===== src/hdl/cvfm_pkg.sv =====
package cvfm_pkg;

  // Frame kinds carried in byte 0.
  localparam logic [7:0] KIND_TEMP  = 8'd1;
  localparam logic [7:0] KIND_BAL   = 8'd2;
  localparam logic [7:0] KIND_CELLS = 8'd4;

  // Lowest reading reported when no cell lies above the threshold.
  localparam logic [13:0] NO_LOW_MV = 14'd10000;
  // Upper edge of the window for highest, average and count.
  localparam logic [15:0] WINDOW_TOP_MV = 16'd5000;

  // Control from the sequencer to the cell store and scan unit.
  typedef struct packed {
    logic wr_en;
    logic rd_en;
    logic clr;
  } scan_ctrl_t;

endpackage


===== src/hdl/cvfm_frame_if.sv =====
interface cvfm_frame_if;
  logic       valid;
  logic       ready;
  logic [7:0] frame_kind;
  logic [7:0] data_byte_1;
  logic [7:0] data_byte_2;
  logic [7:0] data_byte_3;
  logic [7:0] data_byte_4;
  logic [7:0] data_byte_5;
  logic [7:0] data_byte_6;
  logic [7:0] data_byte_7;

  modport source (
    output valid, frame_kind, data_byte_1, data_byte_2, data_byte_3,
           data_byte_4, data_byte_5, data_byte_6, data_byte_7,
    input  ready
  );
  modport sink (
    input  valid, frame_kind, data_byte_1, data_byte_2, data_byte_3,
           data_byte_4, data_byte_5, data_byte_6, data_byte_7,
    output ready
  );
endinterface


===== src/hdl/cvfm_result_if.sv =====
interface cvfm_result_if;
  logic        valid;
  logic        ready;
  logic [13:0] lowest_cell_mv;
  logic [12:0] highest_cell_mv;
  logic [12:0] average_cell_mv;
  logic [4:0]  valid_cell_count;
  logic [15:0] temperature_raw;
  logic [7:0]  balance_status;

  modport source (
    output valid, lowest_cell_mv, highest_cell_mv, average_cell_mv,
           valid_cell_count, temperature_raw, balance_status,
    input  ready
  );
  modport sink (
    input  valid, lowest_cell_mv, highest_cell_mv, average_cell_mv,
           valid_cell_count, temperature_raw, balance_status,
    output ready
  );
endinterface


===== src/hdl/cvfm_cfg_if.sv =====
interface cvfm_cfg_if;
  logic        valid;
  logic        ready;
  logic [12:0] ignore_threshold_mv;

  modport source (output valid, ignore_threshold_mv, input ready);
  modport sink (input valid, ignore_threshold_mv, output ready);
endinterface


===== src/hdl/cvfm_cell_scan.sv =====
module cvfm_cell_scan #(
  parameter int CellCount = 24,
  parameter int AddrW     = $clog2(CellCount),
  parameter int SumW      = $clog2(CellCount * 5000),
  parameter int CntW      = $clog2(CellCount + 1)
) (
  input  logic                    clk_i,
  input  logic                    rst_ni,
  input  cvfm_pkg::scan_ctrl_t    ctrl_i,
  input  logic [AddrW-1:0]        wr_addr_i,
  input  logic [15:0]             wr_data_i,
  input  logic [AddrW-1:0]        rd_addr_i,
  input  logic [12:0]             thr_i,
  output logic [13:0]             low_o,
  output logic [12:0]             high_o,
  output logic [SumW-1:0]         sum_o,
  output logic [CntW-1:0]         count_o
);
  import cvfm_pkg::*;

  logic [15:0]          mem [CellCount];
  logic [15:0]          rd_data_q;
  logic [CellCount-1:0] valid_q;
  logic                 rd_valid_q;
  logic                 acc_en_q;

  logic [13:0]          low_q;
  logic [12:0]          high_q;
  logic [SumW-1:0]      sum_q;
  logic [CntW-1:0]      count_q;

  logic [15:0]          cell_v;
  logic                 above_thr;
  logic                 in_window;

  always_ff @(posedge clk_i) begin
    if (ctrl_i.wr_en) begin
      mem[wr_addr_i] <= wr_data_i;
    end
    rd_data_q <= mem[rd_addr_i];
  end

  // An entry never written since reset reads as zero.
  always_ff @(posedge clk_i or negedge rst_ni) begin
    if (!rst_ni) begin
      valid_q    <= '0;
      rd_valid_q <= 1'b0;
      acc_en_q   <= 1'b0;
    end else begin
      if (ctrl_i.wr_en) begin
        valid_q[wr_addr_i] <= 1'b1;
      end
      rd_valid_q <= valid_q[rd_addr_i];
      acc_en_q   <= ctrl_i.rd_en;
    end
  end

  assign cell_v    = rd_valid_q ? rd_data_q : 16'd0;
  assign above_thr = cell_v > {3'd0, thr_i};
  assign in_window = above_thr && (cell_v < WINDOW_TOP_MV);

  always_ff @(posedge clk_i) begin
    if (ctrl_i.clr) begin
      low_q   <= NO_LOW_MV;
      high_q  <= '0;
      sum_q   <= '0;
      count_q <= '0;
    end else if (acc_en_q) begin
      if (above_thr && (cell_v < {2'd0, low_q})) begin
        low_q <= cell_v[13:0];
      end
      if (in_window) begin
        count_q <= count_q + CntW'(1);
        sum_q   <= sum_q + SumW'(cell_v[12:0]);
        if (cell_v[12:0] > high_q) begin
          high_q <= cell_v[12:0];
        end
      end
    end
  end

  assign low_o   = low_q;
  assign high_o  = high_q;
  assign sum_o   = sum_q;
  assign count_o = count_q;

endmodule


===== src/hdl/cvfm_divider.sv =====
module cvfm_divider #(
  parameter int DvdW = 17,
  parameter int DvsW = 5
) (
  input  logic            clk_i,
  input  logic            rst_ni,
  input  logic            start_i,
  input  logic [DvdW-1:0] dividend_i,
  input  logic [DvsW-1:0] divisor_i,
  output logic            done_o,
  output logic [DvdW-1:0] quotient_o
);
  localparam int StepW = $clog2(DvdW + 1);

  logic             busy_q;
  logic             done_q;
  logic [StepW-1:0] step_q;
  logic [DvdW-1:0]  quo_q;
  logic [DvsW-1:0]  rem_q;
  logic [DvsW-1:0]  dvs_q;
  logic [DvsW:0]    trial;
  logic             fits;

  // One quotient bit per cycle, most significant first.
  assign trial = {rem_q, quo_q[DvdW-1]};
  assign fits  = trial >= {1'b0, dvs_q};

  always_ff @(posedge clk_i or negedge rst_ni) begin
    if (!rst_ni) begin
      busy_q <= 1'b0;
      done_q <= 1'b0;
      step_q <= '0;
    end else if (start_i) begin
      busy_q <= 1'b1;
      done_q <= 1'b0;
      step_q <= StepW'(DvdW);
    end else if (busy_q) begin
      step_q <= step_q - StepW'(1);
      if (step_q == StepW'(1)) begin
        busy_q <= 1'b0;
        done_q <= 1'b1;
      end
    end else begin
      done_q <= 1'b0;
    end
  end

  always_ff @(posedge clk_i) begin
    if (start_i) begin
      quo_q <= dividend_i;
      rem_q <= '0;
      dvs_q <= divisor_i;
    end else if (busy_q) begin
      quo_q <= {quo_q[DvdW-2:0], fits};
      rem_q <= fits ? DvsW'(trial - {1'b0, dvs_q}) : DvsW'(trial);
    end
  end

  assign done_o     = done_q;
  assign quotient_o = quo_q;

endmodule


===== src/hdl/cell_voltage_frame_monitor.sv =====
// Battery-module frame monitor. Each accepted frame updates the stored temperature
// word, the balance-status byte or up to three cell readings, and then yields one
// result with the lowest, highest and mean cell voltage, the in-window cell count
// and the stored temperature and balance status. After a frame is taken, the
// write phase writes the cell slots through the single store write port, the
// store is scanned cell by cell through one compare-and-accumulate unit, and a
// bit-serial divider forms the mean one quotient bit per cycle. The cell store is
// cleared at reset by per-entry valid bits, so the block is ready right after
// reset. A finished result waits in an output register while the next frame is
// taken.
module cell_voltage_frame_monitor #(
  parameter int CELL_COUNT = 24
) (
  input logic          clk_i,
  input logic          rst_ni,
  cvfm_cfg_if.sink     cfg_i,
  cvfm_frame_if.sink   frame_i,
  cvfm_result_if.source result_o
);
  import cvfm_pkg::*;

  localparam int AddrW = $clog2(CELL_COUNT);
  localparam int SumW  = $clog2(CELL_COUNT * 5000);
  localparam int CntW  = $clog2(CELL_COUNT + 1);
  localparam int CtrW  = $clog2(CELL_COUNT + 2);

  typedef enum logic [4:0] {
    S_IDLE  = 5'b00001,
    S_WRITE = 5'b00010,
    S_SCAN  = 5'b00100,
    S_DIV   = 5'b01000,
    S_DONE  = 5'b10000
  } state_e;

  state_e           state_q, state_d;
  logic [CtrW-1:0]  cnt_q, cnt_d;
  logic [12:0]      thr_q;
  logic [15:0]      temp_q;
  logic [7:0]       bal_q;
  logic             cells_q;
  logic [7:0]       b1_q, b2_q, b3_q, b4_q, b5_q, b6_q, b7_q;

  logic             frame_xfer;
  logic             load_res;
  logic             out_valid_q;
  logic [13:0]      low_res_q;
  logic [12:0]      high_res_q;
  logic [12:0]      avg_res_q;
  logic [4:0]       cnt_res_q;
  logic [15:0]      temp_res_q;
  logic [7:0]       bal_res_q;

  scan_ctrl_t       ctrl;
  logic [8:0]       slot_idx;
  logic             slot_ok;
  logic [15:0]      slot_data;
  logic [13:0]      scan_low;
  logic [12:0]      scan_high;
  logic [SumW-1:0]  scan_sum;
  logic [CntW-1:0]  scan_count;
  logic             div_start;
  logic             div_done;
  logic [SumW-1:0]  div_quo;

  assign cfg_i.ready   = 1'b1;
  assign frame_i.ready = state_q == S_IDLE;
  assign frame_xfer    = frame_i.valid && frame_i.ready;

  always_ff @(posedge clk_i or negedge rst_ni) begin
    if (!rst_ni) begin
      thr_q  <= '0;
      temp_q <= '0;
      bal_q  <= '0;
    end else begin
      if (cfg_i.valid) begin
        thr_q <= cfg_i.ignore_threshold_mv;
      end
      if (frame_xfer && frame_i.frame_kind == KIND_TEMP) begin
        temp_q <= {frame_i.data_byte_1, frame_i.data_byte_2};
      end
      if (frame_xfer && frame_i.frame_kind == KIND_BAL) begin
        bal_q <= frame_i.data_byte_3;
      end
    end
  end

  always_ff @(posedge clk_i) begin
    if (frame_xfer) begin
      cells_q <= frame_i.frame_kind == KIND_CELLS;
      b1_q    <= frame_i.data_byte_1;
      b2_q    <= frame_i.data_byte_2;
      b3_q    <= frame_i.data_byte_3;
      b4_q    <= frame_i.data_byte_4;
      b5_q    <= frame_i.data_byte_5;
      b6_q    <= frame_i.data_byte_6;
      b7_q    <= frame_i.data_byte_7;
    end
  end

  // Slot k of a cell frame goes to index byte1 + k and is dropped past the end.
  assign slot_idx = {1'b0, b1_q} + {7'd0, cnt_q[1:0]};
  assign slot_ok  = slot_idx < 9'(CELL_COUNT);

  always_comb begin
    case (cnt_q[1:0])
      2'd0:    slot_data = {b2_q, b3_q};
      2'd1:    slot_data = {b4_q, b5_q};
      default: slot_data = {b6_q, b7_q};
    endcase
  end

  always_comb begin
    ctrl.wr_en = (state_q == S_WRITE) && cells_q && slot_ok;
    ctrl.rd_en = (state_q == S_SCAN) && (cnt_q < CtrW'(CELL_COUNT));
    ctrl.clr   = state_q == S_WRITE;
  end

  // The last accumulation lands in the cycle after the last read, so the divider
  // starts on the cycle after that.
  assign div_start = (state_q == S_SCAN) && (cnt_q == CtrW'(CELL_COUNT + 1));
  assign load_res  = (state_q == S_DONE) && (!out_valid_q || result_o.ready);

  always_comb begin
    state_d = state_q;
    cnt_d   = cnt_q;
    unique case (state_q)
      S_IDLE: begin
        cnt_d = '0;
        if (frame_xfer) begin
          state_d = S_WRITE;
        end
      end
      S_WRITE: begin
        if (cnt_q == CtrW'(2)) begin
          state_d = S_SCAN;
          cnt_d   = '0;
        end else begin
          cnt_d = cnt_q + CtrW'(1);
        end
      end
      S_SCAN: begin
        cnt_d = cnt_q + CtrW'(1);
        if (div_start) begin
          state_d = S_DIV;
        end
      end
      S_DIV: begin
        if (div_done) begin
          state_d = S_DONE;
        end
      end
      S_DONE: begin
        if (load_res) begin
          state_d = S_IDLE;
        end
      end
      default: state_d = S_IDLE;
    endcase
  end

  always_ff @(posedge clk_i or negedge rst_ni) begin
    if (!rst_ni) begin
      state_q     <= S_IDLE;
      cnt_q       <= '0;
      out_valid_q <= 1'b0;
    end else begin
      state_q <= state_d;
      cnt_q   <= cnt_d;
      if (load_res) begin
        out_valid_q <= 1'b1;
      end else if (result_o.ready) begin
        out_valid_q <= 1'b0;
      end
    end
  end

  always_ff @(posedge clk_i) begin
    if (load_res) begin
      low_res_q  <= scan_low;
      high_res_q <= scan_high;
      avg_res_q  <= (scan_count == '0) ? 13'd0 : 13'(div_quo);
      cnt_res_q  <= 5'(scan_count);
      temp_res_q <= temp_q;
      bal_res_q  <= bal_q;
    end
  end

  cvfm_cell_scan #(
    .CellCount (CELL_COUNT),
    .AddrW     (AddrW),
    .SumW      (SumW),
    .CntW      (CntW)
  ) u_scan (
    .clk_i     (clk_i),
    .rst_ni    (rst_ni),
    .ctrl_i    (ctrl),
    .wr_addr_i (AddrW'(slot_idx)),
    .wr_data_i (slot_data),
    .rd_addr_i (AddrW'(cnt_q)),
    .thr_i     (thr_q),
    .low_o     (scan_low),
    .high_o    (scan_high),
    .sum_o     (scan_sum),
    .count_o   (scan_count)
  );

  cvfm_divider #(
    .DvdW (SumW),
    .DvsW (CntW)
  ) u_div (
    .clk_i      (clk_i),
    .rst_ni     (rst_ni),
    .start_i    (div_start),
    .dividend_i (scan_sum),
    .divisor_i  (scan_count),
    .done_o     (div_done),
    .quotient_o (div_quo)
  );

  assign result_o.valid            = out_valid_q;
  assign result_o.lowest_cell_mv   = low_res_q;
  assign result_o.highest_cell_mv  = high_res_q;
  assign result_o.average_cell_mv  = avg_res_q;
  assign result_o.valid_cell_count = cnt_res_q;
  assign result_o.temperature_raw  = temp_res_q;
  assign result_o.balance_status   = bal_res_q;

  a_xfer_starts_write: assert property (@(posedge clk_i) disable iff (!rst_ni)
    frame_xfer |=> state_q == S_WRITE)
    else $error("frame transfer did not start the write phase");

  a_div_done_in_div: assert property (@(posedge clk_i) disable iff (!rst_ni)
    div_done |-> state_q == S_DIV)
    else $error("divider finished outside the divide phase");

  a_avg_not_above_high: assert property (@(posedge clk_i) disable iff (!rst_ni)
    out_valid_q |-> avg_res_q <= high_res_q)
    else $error("average exceeds highest cell");

  a_low_not_above_high: assert property (@(posedge clk_i) disable iff (!rst_ni)
    (out_valid_q && high_res_q != 13'd0) |-> low_res_q <= {1'b0, high_res_q})
    else $error("lowest cell above highest cell");

endmodule

===== src/flat_wrapper.sv =====
// flat-port wrapper written by rule: the top's interface ports become plain ports
module cell_voltage_frame_monitor_flat import cvfm_pkg::*;
#(
  parameter int CELL_COUNT = 24
)
  (clk_i, rst_ni, cfg_i_valid, cfg_i_ignore_threshold_mv, cfg_i_ready, frame_i_valid, frame_i_frame_kind, frame_i_data_byte_1, frame_i_data_byte_2, frame_i_data_byte_3, frame_i_data_byte_4, frame_i_data_byte_5, frame_i_data_byte_6, frame_i_data_byte_7, frame_i_ready, result_o_valid, result_o_lowest_cell_mv, result_o_highest_cell_mv, result_o_average_cell_mv, result_o_valid_cell_count, result_o_temperature_raw, result_o_balance_status, result_o_ready);
  cvfm_cfg_if cfg_i_i ();
  cvfm_frame_if frame_i_i ();
  cvfm_result_if result_o_i ();
  input logic clk_i;
  input logic rst_ni;
  input wire logic [$bits(cfg_i_i.valid)-1:0] cfg_i_valid;
  input wire logic [$bits(cfg_i_i.ignore_threshold_mv)-1:0] cfg_i_ignore_threshold_mv;
  output wire logic [$bits(cfg_i_i.ready)-1:0] cfg_i_ready;
  input wire logic [$bits(frame_i_i.valid)-1:0] frame_i_valid;
  input wire logic [$bits(frame_i_i.frame_kind)-1:0] frame_i_frame_kind;
  input wire logic [$bits(frame_i_i.data_byte_1)-1:0] frame_i_data_byte_1;
  input wire logic [$bits(frame_i_i.data_byte_2)-1:0] frame_i_data_byte_2;
  input wire logic [$bits(frame_i_i.data_byte_3)-1:0] frame_i_data_byte_3;
  input wire logic [$bits(frame_i_i.data_byte_4)-1:0] frame_i_data_byte_4;
  input wire logic [$bits(frame_i_i.data_byte_5)-1:0] frame_i_data_byte_5;
  input wire logic [$bits(frame_i_i.data_byte_6)-1:0] frame_i_data_byte_6;
  input wire logic [$bits(frame_i_i.data_byte_7)-1:0] frame_i_data_byte_7;
  output wire logic [$bits(frame_i_i.ready)-1:0] frame_i_ready;
  output wire logic [$bits(result_o_i.valid)-1:0] result_o_valid;
  output wire logic [$bits(result_o_i.lowest_cell_mv)-1:0] result_o_lowest_cell_mv;
  output wire logic [$bits(result_o_i.highest_cell_mv)-1:0] result_o_highest_cell_mv;
  output wire logic [$bits(result_o_i.average_cell_mv)-1:0] result_o_average_cell_mv;
  output wire logic [$bits(result_o_i.valid_cell_count)-1:0] result_o_valid_cell_count;
  output wire logic [$bits(result_o_i.temperature_raw)-1:0] result_o_temperature_raw;
  output wire logic [$bits(result_o_i.balance_status)-1:0] result_o_balance_status;
  input wire logic [$bits(result_o_i.ready)-1:0] result_o_ready;
  assign cfg_i_i.valid = cfg_i_valid;
  assign cfg_i_i.ignore_threshold_mv = cfg_i_ignore_threshold_mv;
  assign cfg_i_ready = cfg_i_i.ready;
  assign frame_i_i.valid = frame_i_valid;
  assign frame_i_i.frame_kind = frame_i_frame_kind;
  assign frame_i_i.data_byte_1 = frame_i_data_byte_1;
  assign frame_i_i.data_byte_2 = frame_i_data_byte_2;
  assign frame_i_i.data_byte_3 = frame_i_data_byte_3;
  assign frame_i_i.data_byte_4 = frame_i_data_byte_4;
  assign frame_i_i.data_byte_5 = frame_i_data_byte_5;
  assign frame_i_i.data_byte_6 = frame_i_data_byte_6;
  assign frame_i_i.data_byte_7 = frame_i_data_byte_7;
  assign frame_i_ready = frame_i_i.ready;
  assign result_o_valid = result_o_i.valid;
  assign result_o_lowest_cell_mv = result_o_i.lowest_cell_mv;
  assign result_o_highest_cell_mv = result_o_i.highest_cell_mv;
  assign result_o_average_cell_mv = result_o_i.average_cell_mv;
  assign result_o_valid_cell_count = result_o_i.valid_cell_count;
  assign result_o_temperature_raw = result_o_i.temperature_raw;
  assign result_o_balance_status = result_o_i.balance_status;
  assign result_o_i.ready = result_o_ready;
  cell_voltage_frame_monitor #(.CELL_COUNT(CELL_COUNT)) u_core (.clk_i(clk_i), .rst_ni(rst_ni), .cfg_i(cfg_i_i), .frame_i(frame_i_i), .result_o(result_o_i));
endmodule

===== config.mk =====
export PLATFORM = sky130hd
export DESIGN_NAME = cell_voltage_frame_monitor_flat
export DESIGN_NICKNAME = d
export VERILOG_FILES = /design/src/hdl/cvfm_pkg.sv /design/src/hdl/cvfm_frame_if.sv /design/src/hdl/cvfm_result_if.sv /design/src/hdl/cvfm_cfg_if.sv /design/src/hdl/cvfm_cell_scan.sv /design/src/hdl/cvfm_divider.sv /design/src/hdl/cell_voltage_frame_monitor.sv /design/src/flat_wrapper.sv
export SDC_FILE = /design/constraint.sdc
export NUM_CORES = 1
export LEC_CHECK = 0
export ABC_CLOCK_PERIOD_IN_PS = 5200
export BUFFER_PORTS_ARGS = -buffer_cell sky130_fd_sc_hd__buf_2
export CAP_MARGIN = 20
export CORE_MARGIN = 5
export CORE_UTILIZATION = 30
export CTS_CLUSTER_SIZE = 8
export DETAILED_ROUTE_END_ITERATION = 16
export GPL_TIMING_DRIVEN = 0
export REMOVE_ABC_BUFFERS = 1
export SYNTH_ARGS = -nofsm -noshare
export SYNTH_HDL_FRONTEND = slang
export SYNTH_SLANG_ARGS = --single-unit

===== constraint.sdc =====
create_clock -name clk_i -period 5.2 [get_ports clk_i]
set_input_delay 0.78 -clock clk_i [delete_from_list [all_inputs] [get_ports clk_i]]
set_output_delay 0.78 -clock clk_i [all_outputs]
set_load 0.1 [all_outputs]

# After elaboration in Yosys (flattened, before gate mapping)
# Memories as Yosys holds them, arrays and structs flattened. A register that Yosys moved wholly into a read port is not among the register bits.
# Cells that the tools add are included.
# Widths: inputs -> output; s select.
[classes]
add_sub_neg = 6
magnitude_cmp = 10
eq_ne = 18
n_mux = 29
n_bitwise = 1
n_reduce_logical = 22
[op_table]
columns = ["cell", "count"]
rows = [
  ["$mux 5", 9],
  ["$mux 17", 2],
  ["$pmux 16 s2", 1],
  ["$pmux 5 s5", 1],
  ["$or 24x24->24", 1],
  ["$add 17x13->17", 1],
  ["$gt 16x13->1", 1],
  ["$lt 16x13->1 const B", 1],
  ["$lt 16x14->1", 1],
  ["$mux 16", 1],
  ["$pmux 5 s3", 1],
  ["$gt 13x13->1", 1],
  ["$lt 5x6->1 const B", 2],
  ["$mux 1", 12],
  ["$logic_and 1x1->1", 11],
  ["$add 5x1->5 const B", 2],
  ["$eq 5x1->1 const B", 2],
  ["$eq 5x2->1 const B", 2],
  ["$eq 5x5->1 const B", 2],
  ["$add 8x2->9", 1],
  ["$lt 9x5->1 const B", 1],
  ["$eq 8x1->1 const B", 1],
  ["$eq 8x2->1 const B", 1],
  ["$eq 8x3->1 const B", 1],
  ["other kinds (22)", 27],
]
[word_totals]
ff_bits = 283
mem_bits_rw = 384
input_bits = 82
wordCells = 120
mem_count = 1
[memory_table]
columns = ["memory", "depth", "width", "rd", "rd_clocked_by_memory_dff", "write_ports", "line", "source"]
rows = [
  ["u_core.u_scan.mem", 24, 16, 1, 1, 1, "cvfm_cell_scan.sv:21", "logic [15:0] mem [CellCount];"],
]

# Depth between registers and ports, before layout
[depth]
depth_word = 6
ltp_mapped = 14
mapped_depth_nobuf = 11

# Cells and area by module
# A second synthesis with hierarchy kept.
[unflattened]
hier_cells = 1667
hier_area_um2 = 27836.7
[by_module_without_submodules]
columns = ["mod", "instances", "cells_each", "area_per_inst_um2", "seq_area_each_um2"]
rows = [
  ["cvfm_cell_scan", 1, 1161, 19767.7, 13482.9],
  ["cell_voltage_frame_monitor", 1, 374, 6409.9, 4986.0],
  ["cvfm_divider", 1, 132, 1659.1, 935.9],
]

# Worst setup path after synthesis
# Ideal clock, no wire load.
[synth_path]
path_type = "reg2reg"
from = "register u_core.out_valid_q (netlist: u_core.result_o.valid)"
to = "register u_core.avg_res_q[0] (netlist: u_core.result_o.average_cell_mv[0]) (enable)"
setup_time_ns = 0.504
t_arrival_ns = 4.067
setup_slack_ns = 0.629
path_stages_with_launch = 3
n_path_buf = 0
synth_period_minus_slack_ns = 4.571
path_cell_list = "dfrtp_1 > nand2b_1 > nor2b_1"
[synth_between]
elab_chain_cells = 3
[synth_rtl]
columns = ["item", "line", "source"]
rows = [
  ["start, declared", "cell_voltage_frame_monitor.sv:45", "logic out_valid_q;"],
  ["start signal, assigned", "cell_voltage_frame_monitor.sv:165", "out_valid_q <= 1'b0;"],
  ["start signal, assigned", "cell_voltage_frame_monitor.sv:170", "out_valid_q <= 1'b1;"],
  ["start signal, assigned", "cell_voltage_frame_monitor.sv:172", "out_valid_q <= 1'b0;"],
  ["$logic_not 1->1", "cell_voltage_frame_monitor.sv:121", "assign load_res = (state_q == S_DONE) && (!out_valid_q || result_o.ready);"],
  ["$logic_or 1x1->1", "cell_voltage_frame_monitor.sv:121", ""],
  ["$logic_and 1x1->1", "cell_voltage_frame_monitor.sv:121", ""],
  ["named net u_core.load_res", "cell_voltage_frame_monitor.sv:44", "logic load_res;"],
  ["end signal, assigned", "cell_voltage_frame_monitor.sv:181", "avg_res_q <= (scan_count == '0) ? 13'd0 : 13'(div_quo);"],
  ["end, declared", "cell_voltage_frame_monitor.sv:48", "logic [12:0] avg_res_q;"],
]
# The timed path passes the listed nets, and every way through them passes these cells.
# A chain may end at the register's enable or synchronous reset.

# Final worst setup path
[layout_path]
from = "register u_core.u_scan.rd_valid_q"
to = "register u_core.u_scan.low_q[0] (netlist: u_core.u_scan.low_o[0])"
[layout_between]
elab_chain_cells = 4
[layout_rtl]
columns = ["item", "line", "source"]
rows = [
  ["start, declared", "cvfm_cell_scan.sv:24", "logic rd_valid_q;"],
  ["start signal, assigned", "cvfm_cell_scan.sv:53", "rd_valid_q <= valid_q[rd_addr_i];"],
  ["$mux 16 *", "cvfm_cell_scan.sv:58", "assign cell_v = rd_valid_q ? rd_data_q : 16'd0;"],
  ["$gt 16x13->1 or $lt 16x14->1 (tied branches)", "cvfm_cell_scan.sv:59, cvfm_cell_scan.sv:69", ""],
  ["$logic_and 1x1->1", "cvfm_cell_scan.sv:69", "if (above_thr && (cell_v < {2'd0, low_q})) begin"],
  ["$reduce_and 2->1 (no line)", "-", ""],
  ["end signal, assigned", "cvfm_cell_scan.sv:70", "low_q <= cell_v[13:0];"],
  ["end, declared", "cvfm_cell_scan.sv:27", "logic [13:0] low_q;"],
]
# Every way passes the cells marked *; elsewhere a longest branch is shown, timed or not.

==> metrics.yaml <==
numCtsBuffers: 95
portBuffers: 152
fin_util_pct: 36.3
cts_buffer_depth: 3
vias: 15100
cts_tree: "built"
via_per_inst: 4.78
crit_path_end: "u_core.u_scan.low_o[0]$_SDFFE_PP0P_"
wl_mm: 63.1
floorplan.rows: 111
synth-main-ff-cell: "edfxtp_1"
worst_pin_slew_ps: 1040
grt_usage_pct: 12.7
cp_max_fo: 25
die_area_um2: 98000
synthArstFlopShare_pct: 11.9
grt_pass1_wl_mm: 96.2
rr_endpoint: "u_core.u_scan.low_o[0]$_SDFFE_PP0P_"
r2r_slack_ps: 790
dp.cells: 2986
crit_start: "u_core.u_scan.rd_valid_q$_DFF_PN0_"
yosysWarnings: 0
dieWidth_um: 313
wl_per_cell_um: 20.0
max_freq_mhz: 227
cts_root_buf: "clkbuf_16"
clkSinkCount: 683
synth.distinct_cells: 72
die_height_um: 313
overflow: 0
hold_viol: 0
min_period_ps: 4410
synthCells: 1684
fin_nets: 2042
worstSetupPathType: "reg -> reg"
insertion_delay_ps: 640
cap_viol_max_count: 0
core-area_um2: 91400
dr.pass1.iters: 5
ir_worst_vdd_uv: 256
path_cells: "and2_0 -> ha_1 -> nand3_1 -> nor4_1 -> o31ai_1 -> a211oi_4 -> o211a_1 -> mux2i_1 -> nor2_1"
place_ws_ps: 770
place.gp.congestion: 0.768
status: "finished, final reports clean"
grt_max_degree: 60
rr_worst_depth: 9
fin_ws_ps: 786
antenna_found_initial: 1
rsz0062_at_grt: "false"
timing.final.crit_share_pct: 84.9
reg2reg_from: "u_core.u_scan.rd_valid_q$_DFF_PN0_"
crit_slowest_cell: "dfrtp_1"
design_area_um2: 33100
crit_required_ps: 5710
clkSlewWorstSetupHoldPaths_ps: 50
holdWs_ps: 173
syn_to_final_growth_pct: 20.3
grt_pass1_vias: 15800
synth_area_um2: 27500
hold_path_class: "in -> async"
p_total_mw: 16.5
final.setup.tns_ps: 0
stdcell_count: 3161
avgSynthCellArea_um2: 16.4
holdBufCountCts: 0
fin_worst_skew_ps: 27.7
layout-drive-gt1-share_pct: 25.6
powerDensity_nw_per_um2: 499
drt-initial-drc-count: 1098
startpoint_type: "flip-flop"
finalSetupViolCount: 0
ys_seq_area_share_pct: 70.5
place_area_um2: 30400
drc_errors: 0
cp.buffers_inverters: 0
ant_nets: 0
slew_viol_final: 0
h-tree-depth: 3
fillerInstances: 8534
cp_top_family: "compound AO/OA/AOI/OAI gates"
synth_edf_count: 532
path_depth: 9
arrival_ps: 4920
p_leak_nw: 11.9
worst_setup_path_end_kind: "flip-flop"
start_util_pct: 30.1
ioPinCount: 154
cpPeakStageDelay_ps: 790
ys_ff_latch: 683
cts_resized: 0
slew_headroom_pct: 30.8
dpl.hpwl_mm: 41.9
postCtsSetupRepairBufs: 0
diodes: 0
==> state kept, by name (all words and copies together) (netlist names), 13 cells and up <==
signal                           count
u_core.u_scan.mem                  384
u_core.u_div.quotient_o             17
u_core.u_scan.low_o                 14
u_core.temp_q                       16
u_core.result_o.highest_cell_mv     13
u_core.result_o.temperature_raw     16
u_core.result_o.average_cell_mv     13
u_core.thr_q                        13
u_core.u_scan.high_o                13
u_core.result_o.lowest_cell_mv      14
u_core.u_scan.sum_o                 17
u_core.u_scan.rd_data_q             16
u_core.u_scan.valid_q               24
==> synth_stat cells, types with 5 or more instances <==
| cell type | instances | area share [%] |
|---|---|---|
| dfxtp_1 | 70 | 5.1 |
| nand3b_1 | 9 | 0.25 |
| xnor2_1 | 14 | 0.45 |
| nor4_1 | 6 | 0.14 |
| nor2b_1 | 18 | 0.41 |
| mux2_2 | 28 | 1.1 |
| o31ai_1 | 8 | 0.22 |
| or3_1 | 6 | 0.14 |
| nand2b_1 | 7 | 0.16 |
| and2_1 | 13 | 0.30 |
| a211oi_1 | 8 | 0.22 |
| nor2_1 | 100 | 1.4 |
| or2_2 | 23 | 0.52 |
| nand4_1 | 13 | 0.30 |
| mux2i_1 | 40 | 1.5 |
| a22oi_1 | 17 | 0.46 |
| nand3_1 | 24 | 0.44 |
| buf_1 | 9 | 0.12 |
| inv_1 | 58 | 0.79 |
| o21bai_1 | 7 | 0.19 |
| a21oi_1 | 63 | 1.1 |
| nor3_1 | 13 | 0.24 |
| ha_1 | 61 | 2.8 |
| o21ai_0 | 30 | 0.55 |
| mux4_2 | 119 | 9.7 |
| edfxtp_1 | 532 | 58 |
| nand2_1 | 142 | 1.9 |
| a21o_1 | 17 | 0.46 |
| clkbuf_1 | 48 | 0.65 |
| dfrtp_1 | 80 | 7.3 |
| a211o_1 | 5 | 0.16 |
| a31oi_1 | 5 | 0.11 |
| buf_2 | 12 | 0.22 |
| xor2_1 | 13 | 0.41 |
| o211ai_1 | 10 | 0.27 |
==> cells by family after synthesis <==
kind of cell,Yosys count,share of synthesized area (%)
AO/OA/AOI/OAI,196,4.64
XOR/XNOR,27,0.859
adder cells (fa/ha/maj),65,2.99
buffers and inverters,134,1.99
flip-flops,683,70.5
multiplexers,187,12.3
other,1,0.0136
AND/OR/NAND/NOR,391,6.72
==> cell type report <==
type | instances | area (um^2) | share of cell area (%)
timing repair buffer | 190 | 1550 | 4.67
tap | 1186 | 1480 | 4.48
clock buffer | 171 | 2710 | 8.16
multi-input combinational | 867 | 7680 | 23.2
sequential | 683 | 19400 | 58.6
inverter | 60 | 225 | 0.680
clock inverter | 4 | 78.8 | 0.238
==> placed cells by master, fill, tap and decap left out, types with 30 or more instances in the layout <==
| cell type | n |
|---|---|
| mux4_2 | 119 |
| dfrtp_1 | 75 |
| mux2i_1 | 40 |
| nor2_1 | 79 |
| nand2_1 | 142 |
| dfxtp_1 | 70 |
| buf_2 | 151 |
| edfxtp_1 | 532 |
| o21ai_0 | 30 |
| inv_1 | 57 |
| clkbuf_1 | 74 |
| ha_1 | 61 |
| clkbuf_16 | 97 |
| a21oi_1 | 63 |
==> power by group <==
| group | leakage, nW | switching [mW] | internal, mW |
|---|---|---|---|
| Sequential | 6.47 | 0.335 | 7.04 |
| Clock | 1.32 | 2.20 | 3.49 |
| Combinational | 4.15 | 2.29 | 1.19 |
| Total | 11.9 | 4.83 | 11.7 |
==> layer usage <==
layer	vias to the layer above	global-route usage, %	share of wire, %
met5	-	0	0
met1	7713	15.4	40
met2	413	22.9	53
met3	97	2.47	5.4
li1	6901	-	-
met4	0	3.87	2.2
==> worst min-delay path by stage <==
| stage | startpoint | end | slack [ps] | cells after the start |
|---|---|---|---|---|
| detailed placement | u_core.bal_q[3]$_DFFE_PN0P_ | u_core.result_o.balance_status[3]$_DFFE_PP_ | 430 | 0 |
| global placement | u_core.u_scan.low_o[10]$_SDFFE_PP1P_ | u_core.result_o.lowest_cell_mv[10]$_DFFE_PP_ | 420 | 0 |
| global route | rst_ni | u_core.u_scan.valid_q[18]$_DFFE_PN0N_ | 210 | 1 |
| finish | rst_ni | u_core.u_scan.valid_q[18]$_DFFE_PN0N_ | 170 | 1 |
| floorplan | u_core.u_scan.low_o[10]$_SDFFE_PP1P_ | u_core.result_o.lowest_cell_mv[10]$_DFFE_PP_ | 410 | 0 |
| CTS | rst_ni | u_core.u_scan.valid_q[18]$_DFFE_PN0N_ | 170 | 1 |
No activity file was read; power rests on OpenSTA's default activity.
